[src/rtl/core/pls_pkg.sv]
// Shared constants, register codes and the controller/datapath interface types
// for the pitch lag search unit. No dependencies.
`timescale 1ns / 1ps
package pls_pkg;

  localparam int FRAME_MAX = 256;
  localparam int AW = $clog2(FRAME_MAX);
  localparam int CW = AW + 1;
  localparam int CFG_W = 9;
  localparam int LW = (CW > CFG_W) ? CW : CFG_W;
  localparam int SAMPLE_W = 16;
  localparam int GF_W = 16;
  localparam int GAIN_W = 19;
  localparam int LAG_W = 9;
  localparam int IDX_W = 8;
  localparam int ACC_W = 48;
  localparam int PROD_W = 2 * ACC_W;
  localparam int MAC_DRAIN = 2;
  localparam int RATIO_STEPS = ACC_W;
  localparam int CNT_W = $clog2(RATIO_STEPS);
  localparam int QW = 16;
  localparam int QBIT_W = $clog2(QW);
  localparam int DIV_W = 64;
  localparam logic [QW-1:0] GAIN_HI = 16'd19661;
  localparam logic [QW-1:0] GAIN_LO_MAG = 16'd3277;
  localparam logic [QW-1:0] Q_SAT = 16'd32767;

  typedef enum logic [IDX_W-1:0] {
    REG_FRAME_LEN   = 8'd0,
    REG_LAG_MIN     = 8'd1,
    REG_LAG_MAX     = 8'd2,
    REG_GAIN_FACTOR = 8'd3
  } cfg_reg_e;

  typedef struct packed {
    logic            accept;
    logic            mac_clr;
    logic            mac_issue;
    logic [AW-1:0]   idx;
    logic [CW-1:0]   lag;
    logic            best_clr;
    logic            mul_start;
    logic            mul_step;
    logic            take_best;
    logic            div_start;
    logic            div_step;
    logic [QBIT_W-1:0] div_bit;
    logic            gain_mul;
    logic            out_load;
    logic            copy_rd;
    logic            frame_end;
  } pls_cmd_t;

  typedef struct packed {
    logic [CW-1:0] len;
    logic [CW-1:0] top;
    logic [CW-1:0] lag_min;
    logic          empty;
    logic          energy_zero;
    logic          better;
    logic          out_full;
  } pls_sts_t;

endpackage

[src/rtl/core/pls_ctrl.sv]
// Sequencer of the pitch lag search unit: steps lags, samples, compare,
// division, output and frame copy. Depends on pls_pkg.
`timescale 1ns / 1ps
module pls_ctrl (
  input  logic              clk_i,
  input  logic              rst_ni,
  input  logic              in_valid_i,
  input  logic              in_last_i,
  output logic              in_ready_o,
  input  pls_pkg::pls_sts_t sts_i,
  output pls_pkg::pls_cmd_t cmd_o
);
  import pls_pkg::*;

  typedef enum logic [3:0] {
    IDLE, SEARCH, LAG_INIT, MAC, DRAIN, CHECK, MUL, DECIDE,
    DIV_INIT, DIV, GMUL, OUT, COPY, COPY_END
  } state_e;

  state_e state_q;
  logic [CW-1:0] lag_q;
  logic [AW-1:0] idx_q;
  logic [CNT_W-1:0] cnt_q;
  logic in_acc, last_lag;

  assign in_ready_o = state_q == IDLE;
  assign in_acc = in_valid_i & in_ready_o;
  assign last_lag = lag_q == sts_i.top;

  always_ff @(posedge clk_i or negedge rst_ni) begin
    if (!rst_ni) begin
      state_q <= IDLE;
      lag_q   <= '0;
      idx_q   <= '0;
      cnt_q   <= '0;
    end else begin
      unique case (state_q)
        IDLE: begin
          if (in_acc && in_last_i) state_q <= SEARCH;
        end
        SEARCH: begin
          lag_q   <= sts_i.lag_min;
          state_q <= sts_i.empty ? DIV_INIT : LAG_INIT;
        end
        LAG_INIT: begin
          idx_q   <= '0;
          state_q <= MAC;
        end
        MAC: begin
          if ({1'b0, idx_q} == sts_i.len - 1'b1) begin
            cnt_q   <= '0;
            state_q <= DRAIN;
          end else begin
            idx_q <= idx_q + 1'b1;
          end
        end
        DRAIN: begin
          cnt_q <= cnt_q + 1'b1;
          if (cnt_q == CNT_W'(MAC_DRAIN - 1)) state_q <= CHECK;
        end
        CHECK: begin
          cnt_q <= '0;
          if (!sts_i.energy_zero) begin
            state_q <= MUL;
          end else if (last_lag) begin
            state_q <= DIV_INIT;
          end else begin
            lag_q   <= lag_q + 1'b1;
            state_q <= LAG_INIT;
          end
        end
        MUL: begin
          cnt_q <= cnt_q + 1'b1;
          if (cnt_q == CNT_W'(RATIO_STEPS - 1)) state_q <= DECIDE;
        end
        DECIDE: begin
          if (last_lag) begin
            state_q <= DIV_INIT;
          end else begin
            lag_q   <= lag_q + 1'b1;
            state_q <= LAG_INIT;
          end
        end
        DIV_INIT: begin
          cnt_q   <= CNT_W'(QW - 2);
          state_q <= DIV;
        end
        DIV: begin
          if (cnt_q == '0) begin
            state_q <= GMUL;
          end else begin
            cnt_q <= cnt_q - 1'b1;
          end
        end
        GMUL: state_q <= OUT;
        OUT: begin
          if (!sts_i.out_full) begin
            idx_q   <= '0;
            state_q <= COPY;
          end
        end
        COPY: begin
          if (idx_q == AW'(FRAME_MAX - 1)) begin
            state_q <= COPY_END;
          end else begin
            idx_q <= idx_q + 1'b1;
          end
        end
        COPY_END: state_q <= IDLE;
        default: state_q <= IDLE;
      endcase
    end
  end

  always_comb begin
    cmd_o           = '0;
    cmd_o.accept    = in_acc;
    cmd_o.idx       = idx_q;
    cmd_o.lag       = lag_q;
    cmd_o.div_bit   = cnt_q[QBIT_W-1:0];
    cmd_o.best_clr  = state_q == SEARCH;
    cmd_o.mac_clr   = state_q == LAG_INIT;
    cmd_o.mac_issue = state_q == MAC;
    cmd_o.mul_start = (state_q == CHECK) && !sts_i.energy_zero;
    cmd_o.mul_step  = state_q == MUL;
    cmd_o.take_best = (state_q == DECIDE) && sts_i.better;
    cmd_o.div_start = state_q == DIV_INIT;
    cmd_o.div_step  = state_q == DIV;
    cmd_o.gain_mul  = state_q == GMUL;
    cmd_o.out_load  = (state_q == OUT) && !sts_i.out_full;
    cmd_o.copy_rd   = state_q == COPY;
    cmd_o.frame_end = state_q == COPY_END;
  end

endmodule

[config.mk]
export PLATFORM = sky130hd
export DESIGN_NAME = pls_ctrl
export DESIGN_NICKNAME = d
export VERILOG_FILES = /design/src/rtl/core/pls_pkg.sv /design/src/rtl/core/pls_ctrl.sv
export SDC_FILE = /design/constraint.sdc
export NUM_CORES = 1
export LEC_CHECK = 0
export ABC_AREA = 1
export BUFFER_PORTS_ARGS = -buffer_cell sky130_fd_sc_hd__buf_2
export CORE_MARGIN = 10
export CORE_UTILIZATION = 40
export CTS_CLUSTER_SIZE = 10
export DETAILED_ROUTE_END_ITERATION = 12
export GPL_ROUTABILITY_DRIVEN = 0
export PLACE_DENSITY = 0.6
export SLEW_MARGIN = 20
export SYNTH_ARGS = -nofsm -noshare
export SYNTH_HDL_FRONTEND = slang
export SYNTH_SLANG_ARGS = --single-unit
export TNS_END_PERCENT = 50
[constraint.sdc]
create_clock -name clk_i -period 1.85 [get_ports clk_i]
set_input_delay 0.185 -clock clk_i [delete_from_list [all_inputs] [get_ports clk_i]]
set_output_delay 0.185 -clock clk_i [all_outputs]
set_load 0.005 [all_outputs]
==> metrics.md, run 1 <==
| Metric | Value |
|---|---|
| Achievable frequency | 0.5637 GHz |
| Per-cell via count in the routed design | roughly 5.0 |
| Overall Global Routing Usage | roughly 15% |
| Standard-cell rows | 29 |
| Result of the run | finished, final reports clean |
| H-tree level count | 1 |
| Number of clock sinks | 27 |
| Number of standard cells after synthesis | between 400 and 500 |
| Sequential fraction of the synthesis area | around a quarter |
| Actual transition at the worst max-transition pin | between 600 and 700 ps |
| Detailed-route wire length | around 7.8 mm |
| Final setup vio count | 0 |
| Clock latency on the worst-skew pair | between 200 and 300 ps |
| Cells taking the most area after synthesis | sky130_fd_sc_hd__dfrtp_1, sky130_fd_sc_hd__nand2_1, sky130_fd_sc_hd__nand3_1 |
| Placed cell count | approximately 570 |
| Mean routed wirelength per cell | between 10 and 15 um |
| Wire length of the first global-routing pass | 13.11 mm |
| Top-area cell type share of the netlist area | between 20 and 30% |
| Number of distinct library cell variants in the gate-level netlist after synthesis | 41 |
| Combinational share of power | 64.4% |
| Cell type with the highest aggregate area in the netlist | sky130_fd_sc_hd__dfrtp_1 |
| Relative max-transition margin | 55.90% |
| Required time at the endpoint of the critical path | approximately 1700 ps |
| Largest fanout of any net on the critical path | 5 |
| Worst ir drop on vdd | between 0.6 and 0.7 mV |
| Number of storage elements in the synthesis netlist | 27 |
| CTS tree | built |
| Setup repair after global routing missed its margin | yes |
| Sequential cell area | 681.9 sq um |
| Fraction of registers with async set/reset | 100.0% |
| Number of buffers created by CTS | 3 |
| Data arrival, critical path | approximately 1600 ps |
| DR DRC count | 0 |
| Total number of vias | ~2800 |
| Vias in the first global route | ~2800 |
| Number of instances on the worst hold path | 3 |
| Cell Chain, Critical Path | inv_4, nand2_1, nor2_2, nand2_1, buf_4, inv_1, buf_2 |
| Number of nets produced by synthesis | 454 |
| Worst r2r path cells | 8 |
| Number of failing hold endpoints at the final stage | 0 |
| Share of total power in the clock network | 9.0% |
| IO Count | 70 |
| Max Cap Viol | 0 |
| Core footprint | about 6300 sq um |
| Clock slew at reported path FFs | ~100 ps |
| Die Footprint | between 10000 and 15000 sq um |
| Final critical-path required period | approximately 1800 ps |
| Fraction of final layout cells with drive strength greater than 1 | a little over a quarter |
| Post-layout nets | ~540 |
| Most numerous cell in the Yosys netlist | sky130_fd_sc_hd__nand2_1 |
| Number of fill cells in the layout | about 640 |
| Die height | ~100 um |
| Switching Share | between 40% and 50% |
| Prevailing post-synth register cell | sky130_fd_sc_hd__dfrtp_1 |
| Post-place setup slack | around 42 ps |
| Antenna diode count | 0 |
| Area growth syn-to-layout | 23.74% |
| Switching Power | about 2.0 mW |
| Launching element type of the critical path | flip-flop |
| Horizontal die dimension | about 100 um |
| Router iterations before antenna repair | 4 |
| Port Buf Inserts | slightly below 70 |
| Overflow after GRT | 0 |
| Starting density of the core | between 40% and 50% |
| Non-filler instance count after layout | 573 |
| DRC violation total after the first TritonRoute iteration | around 140 |
| Type of the most critical hold path | primary input to flip-flop |
| Internal power consumption | approximately 2.0 mW |
| Initial antenna violation count | 0 |
| Synth Area per Inst | between 6 and 7 sq um |
| Stage delay of the slowest cell on the critical path | around 470 ps |
| Leakage dissipation | 1.739 nW |
| Power per cell area | 1228 nW/um^2 |
| Final Max Slew Viols | 0 |
| Final worst-path setup slack | about 76 ps |
| Root Buffer | sky130_fd_sc_hd__clkbuf_8 |
| Dpl hpwl | 6.205 mm |
| Maximum clock path buffer count | 2 |
| Antenna viol nets, final | 0 |
| Maximum clock skew at final layout | roughly 5.0 ps |
| Commonest cells in the netlist | sky130_fd_sc_hd__nand2_1, sky130_fd_sc_hd__inv_1, sky130_fd_sc_hd__nor2_1 |
| Synthesis warning total | 0 |
| Netlist Area Pre-Place | 2609 sq um |
| Crit-path most repeated cell | sky130_fd_sc_hd__nand2_1 |
| Count of flip-flops with a built-in enable after synthesis | 0 |
| Endpoint type of the worst setup path | output pin |
| Maximum number of pins on one net before global-route repair | 28 |
| Final hold slack | between 150 and 200 ps |
| Critical path's slowest cell | sky130_fd_sc_hd__dfrtp_2 |
| Setup CP Type | flip-flop to output pin |
| Overall Power | slightly below 4 mW |
| End-of-flow core utilization | roughly half |
| Area used by multi-input combinational logic | 1667 sq um |
| Share of total power in sequential cells | 26.6% |
| Final Cycle Share | 95.90% |
-- layer usage --
metal  vias to the layer above  wire length (um)  track usage, %  share of wire [%]
met4                         0                61           2.826               0.79
met2                        79              3448           24.32                 44
met1                      1284              3673           19.88                 47
li1                       1476                 -               -                  -
met5                         -                 0               0                  0
met3                         8               577           4.321                7.4
-- logic make-up (layout without fill, tap and decap cells) --
group	after synthesis	count (layout)	synth area share, %
buffers and inverters	67	151	11.41
adders and majority gates	7	7	3.357
AOI/OAI and AO/OA	41	41	10.36
DFF	27	27	25.90
xor gates and xnor gates	14	14	4.700
and+or+nand+nor	254	254	43.50
muxes	2	2	0.7674
-- flip-flops by register name, indices dropped and copies added (netlist names) --
signal,flops
idx_q,8
lag_q,9
state_q,4
cnt_q,6
-- final cells by class --
cell class,instances,area share (%)
clock buffers,4,1.395
inverters,56,6.589
multi-input cells,318,51.63
flip-flops and latches,27,21.12
well taps,77,2.984
repair buffers,91,16.28
-- metrics by stage --
step | instance area [sq um] | TNS (ps)
after floorplan | 2609 | 0
after global routing | 3228 | -121.6
after detailed placement | 3120 | 0
after global placement | 3120 | 0
final | 3228 | 0
after CTS | 3178 | 0
-- power by group through the flow --
stage / clock network, mW / registers (mW) / logic [mW]
floorplan: 0 / 0.994 / 1.70
global placement: 0 / 1.05 / 2.45
detailed placement: 0 / 1.05 / 2.49
CTS: 0.367 / 1.05 / 2.51
global route: 0.401 / 1.09 / 2.89
finish: 0.357 / 1.05 / 2.55
-- worst max-delay path, delay by kind of cell (launching register included) --
| family | cells | cell delay, ps |
|---|---|---|
| buf+inv | 4 | 390 |
| flops | 1 | 470 |
| simple gates | 3 | 460 |
-- what timing repair did --
action | in CTS | in global routing
pin swaps | 0 | 1
endpoints found under the setup margin | 1 | 20
hold endpoints to repair | 27 | 0
hold buffers | 1 | 0
gates resized for setup | 1 | 11
setup buffers | 0 | 2
-- cells in the final DEF (no fill, tap or decap), drive strengths merged, types with 8 or more instances in the layout --
cell type  netlist  final
nand3           43     43
nor2            52     52
buf              9     90
nand4            8      8
o21ai           18     18
a21oi           12     12
dfrtp           27     27
nand2          135    135
inv             56     56
-- final timing paths --
check                           startpoint  slack, ps         end
max in group asynchronous           rst_ni        920    idx_q[1]
worst max register to register    idx_q[0]        160  state_q[2]
worst min-delay path              sts_i[3]        180  state_q[3]
min in group asynchronous           rst_ni        460  state_q[3]
worst max-delay path            state_q[1]         80   cmd_o[12]
worst min register to register    idx_q[4]        570    idx_q[4]
Power figures use the tool's default switching activity.
==> run 2, diff against run 1 <==
- ABC_AREA: 1 -> not set
- PLACE_DENSITY: 0.6 -> 0.61
- SETUP_SLACK_MARGIN: not set -> 0.3
==> run 2 against run 1 <==
Against the previous run: synthesized cell count down 26%; worst hold slack better by 2.7 ps; clock skew grew 5.1 ps; sequential power hardly changed; critical path depth rose by 2; global-route usage rose by 0.19 points; combinational power up 35%; the flow now finishes with violations (setup timing); clock-buffer cell count is 1 lower; flip-flop and latch count unchanged; highest routed layer unchanged.
==> metrics.md, run 2 <==
| Metric | Value |
|---|---|
| Router iterations before antenna repair | 4 (unchanged) |
| Leakage dissipation | 1.739 nW (about the same) |
| Fraction of registers with async set/reset | 100.0% (unchanged) |
| Commonest non-fill, non-tap cells in the layout | sky130_fd_sc_hd__buf_4, sky130_fd_sc_hd__buf_2, sky130_fd_sc_hd__nand2_1, sky130_fd_sc_hd__dfrtp_1, sky130_fd_sc_hd__nor2_1 |
| Setup repair after global routing missed its margin | yes |
| Maximum clock skew at final layout | 10.14 ps (+5.137 ps) |
| Horizontal die dimension | 97.98 um (-2.8%) |
| Vias in the first global route | 2686 (-4.5%) |
| Result of the run | complete, but fails checks |
| Register bank with the most flops | lag_q |
| Data arrival, critical path | 2060 ps (+470 ps) |
| Worst-case hold path end point | lag_q[4] |
| Commonest cells in the netlist | sky130_fd_sc_hd__nand2_1, sky130_fd_sc_hd__dfrtp_1, sky130_fd_sc_hd__nor2_1 |
| Violations in the final reports | setup timing |
| Max Cap Viol | 0 (unchanged) |
| Launching element type of the critical path | flip-flop |
| Post-place setup slack | -287.1 ps (-328.6 ps) |
| Wire length of the first global-routing pass | 12.92 mm (-1.5%) |
| Final worst-path setup slack | -38.10 ps (-114.0 ps) |
| Setup CP Type | flip-flop to flip-flop |
| Final hold slack | 179.6 ps (+2.715 ps) |
| Clock slew at reported path FFs | 110 ps (about the same) |
| Maximum clock path buffer count | 2 (unchanged) |
| Synthesis warning total | 0 (unchanged) |
| Reg-to-Reg End | lag_q[3] |
| CTS tree | built |
| Area growth syn-to-layout | 51.54% |
| Fraction of final layout cells with drive strength greater than 1 | 46.90% (+19 points) |
| Netlist Area Pre-Place | 2432 sq um (-6.8%) |
| Final Max Slew Viols | 0 (unchanged) |
| Clock latency on the worst-skew pair | 280 ps (about the same) |
| Type of the most critical hold path | primary input to flip-flop |
| Mean routed wirelength per cell | 15.43 um (+14%) |
| Cell Chain, Critical Path | xnor2_1, nand4_1, nor4_2, buf_4, nor2_4, o21bai_4, buf_12, a21oi_2, o22a_1 |
| Per-cell via count in the routed design | 5.433 (+9.4%) |
| Count of flip-flops with a built-in enable after synthesis | 0 (unchanged) |
| Post-layout nets | 478 (-11%) |
| Initial antenna violation count | 0 (unchanged) |
| Core footprint | 5921 sq um (-6.8%) |
| Number of flip-flops under the largest register name | 9 (unchanged) |
| Top flop regs | lag_q x9, idx_q x8, cnt_q x6 |
| Cells taking the most area after synthesis | sky130_fd_sc_hd__dfrtp_1, sky130_fd_sc_hd__xnor2_1, sky130_fd_sc_hd__nand2_1 |
| Die height | 97.98 um (-2.8%) |
| Top-area cell type share of the netlist area | 27.78% (+1.9 points) |
| Number of failing hold endpoints at the final stage | 0 (unchanged) |
| Total number of vias | 2771 (-2.7%) |
| H-tree level count | 1 (unchanged) |
| Power per cell area | 1316 nW/um^2 (+7.1%) |
| Antenna viol nets, final | 0 (unchanged) |
| Final setup vio count | 6 (+6) |
| DR DRC count | 0 (unchanged) |
| Dpl hpwl | 6.092 mm (-1.8%) |
| Launch instance of the worst register-to-register path | lag_q[2] |
| Sum of negative setup slack | -122.2 ps (-122.2 ps) |
| Relative max-transition margin | 56.89% (+0.99 points) |
| Endpoint type of the worst setup path | flip-flop |
| End-of-flow core utilization | 62.26% (+11 points) |
| Largest fanout of any net on the critical path | 8 (+3) |
| Antenna diode count | 0 (unchanged) |
| Worst r2r path cells | 9 (+1) |
| Number of instances on the worst hold path | 3 (unchanged) |
| Starting density of the core | 41.08% (about the same) |
| Worst ir drop on vdd | 0.6099 mV (-9.5%) |
| Detailed-route wire length | 7.867 mm (+1.4%) |
| Number of clock sinks | 27 (unchanged) |
| Required time at the endpoint of the critical path | 2030 ps (+370 ps) |
| Number of nets produced by synthesis | 347 (-24%) |
| Number of storage elements in the synthesis netlist | 27 (unchanged) |
| Standard-cell rows | 28 (-3.4%) |
| Die Footprint | 9600 sq um (-5.4%) |
| Cell type with the highest aggregate area in the netlist | sky130_fd_sc_hd__dfrtp_1 |
| Number of buffers created by CTS | 3 (unchanged) |
| Most numerous cell in the Yosys netlist | sky130_fd_sc_hd__nand2_1 |
| IO Count | 70 (unchanged) |
| Final critical-path required period | 1888 ps (+114.0 ps) |
| Root Buffer | sky130_fd_sc_hd__clkbuf_8 |
| Critical path's slowest cell | sky130_fd_sc_hd__dfrtp_1 |
| Final Cycle Share | 102.1% (+6.2 points) |
| Worst Hold Launch | sts_i[8] |
| DRC violation total after the first TritonRoute iteration | 127 (-5.9%) |
| Prevailing post-synth register cell | sky130_fd_sc_hd__dfrtp_1 |
| Setup slack, reg-to-reg | -40 ps (-200 ps) |
| Number of standard cells after synthesis | 305 (-26%) |
| Actual transition at the worst max-transition pin | 646.7 ps (-14.84 ps) |
| Port Buf Inserts | 69 (unchanged) |
| Achievable frequency | 0.5296 GHz (-6.0%) |
| Number of distinct library cell variants in the gate-level netlist after synthesis | 62 (+51%) |
| Sequential fraction of the synthesis area | 27.78% (+1.9 points) |
| Maximum number of pins on one net before global-route repair | 28 (unchanged) |
| Overall Global Routing Usage | 15.38% (+0.19 points) |
| Most common cell after layout, fill and taps aside | sky130_fd_sc_hd__buf_4 |
| Synth Area per Inst | 7.975 sq um (+26%) |
| Overflow after GRT | 0 (unchanged) |
| Stage delay of the slowest cell on the critical path | 410 ps (-60 ps) |
-- run 2: cell types whose count changed after synthesis, moves of 7 or more --
| cell | before | now |
|---|---|---|
| sky130_fd_sc_hd__nand3_1 | 41 | 16 |
| sky130_fd_sc_hd__inv_2 | 7 | 0 |
| sky130_fd_sc_hd__xnor2_1 | 7 | 14 |
| sky130_fd_sc_hd__nor2_1 | 44 | 25 |
| sky130_fd_sc_hd__nand2_1 | 127 | 32 |
| sky130_fd_sc_hd__inv_1 | 48 | 11 |
| sky130_fd_sc_hd__nor3_1 | 4 | 11 |
| sky130_fd_sc_hd__buf_2 | 1 | 8 |
| sky130_fd_sc_hd__a21oi_1 | 12 | 23 |
-- run 2: area by class of cell --
cell class / count / area, sq um
clock buffers: 3 / 41.29
fillers: 534 / 2235
well taps: 75 / 93.84
flip-flops and latches: 27 / 678.2
multi-input cells: 246 / 1795
repair buffers: 147 / 1023
clock inverters: 1 / 8.758
inverters: 11 / 45.04
-- run 2: critical path, delay by kind of cell (launching register included) --
family	cells	cell delay [ps]
compound gates	3	460
buf+inv	2	330
xor+xnor	1	150
simple gates	3	420
flops	1	410
-- run 2: worst max-delay path by stage --
stage               startpoint         end  slack, ps  depth (start not counted)
CTS                   idx_q[4]  state_q[0]        -30                          7
detailed placement   sts_i[22]    idx_q[2]       -290                         11
finish                lag_q[2]    lag_q[3]        -40                          9
floorplan             idx_q[2]    idx_q[2]        -70                          9
global placement     sts_i[22]    idx_q[2]       -210                         11
global route          idx_q[4]    idx_q[1]       -160                          9
-- run 2: metrics by stage --
step                area, sq um  std cells  power (mW)
floorplan                  2479        305       2.669
global route               3686        510       5.244
detailed placement         3311        498       3.925
CTS                        3566        508       4.652
global placement           3311        498       3.896
finish                     3686        510       4.850
-- run 2: report_power, final --
| part | switching (mW) | internal, mW | total, mW |
|---|---|---|---|
| clock network | 0.205 | 0.158 | 0.363 |
| registers | 0.246 | 0.799 | 1.05 |
| logic | 1.71 | 1.73 | 3.44 |
-- run 2: cell families (layout without fill, tap and decap cells) --
logic type | after synthesis | count (layout) | synth area share [%]
simple gates | 131 | 131 | 30.30
compound gates | 85 | 85 | 23.10
buf+inv | 32 | 162 | 6.739
flops | 27 | 27 | 27.78
xor+xnor | 19 | 19 | 6.842
fa+ha+maj | 7 | 7 | 3.601
mux | 4 | 4 | 1.646
-- run 2: per-layer routing --
| layer | up-vias | global-route usage [%] | part of all wire [%] |
|---|---|---|---|
| met5 | - | 0 | 0 |
| met4 | 0 | 3.691 | 0.85 |
| met3 | 6 | 3.805 | 7.9 |
| met2 | 91 | 24.47 | 46 |
| met1 | 1305 | 20.32 | 45 |
| li1 | 1369 | - | - |
-- run 2: repair_timing --
item	4_1_cts	5_1_grt
pin swaps	13	24
gates resized for setup	36	27
gates cloned	1	0
setup buffers	4	2
hold endpoints to repair	27	0
endpoints found under the setup margin	38	40
hold buffers	1	0
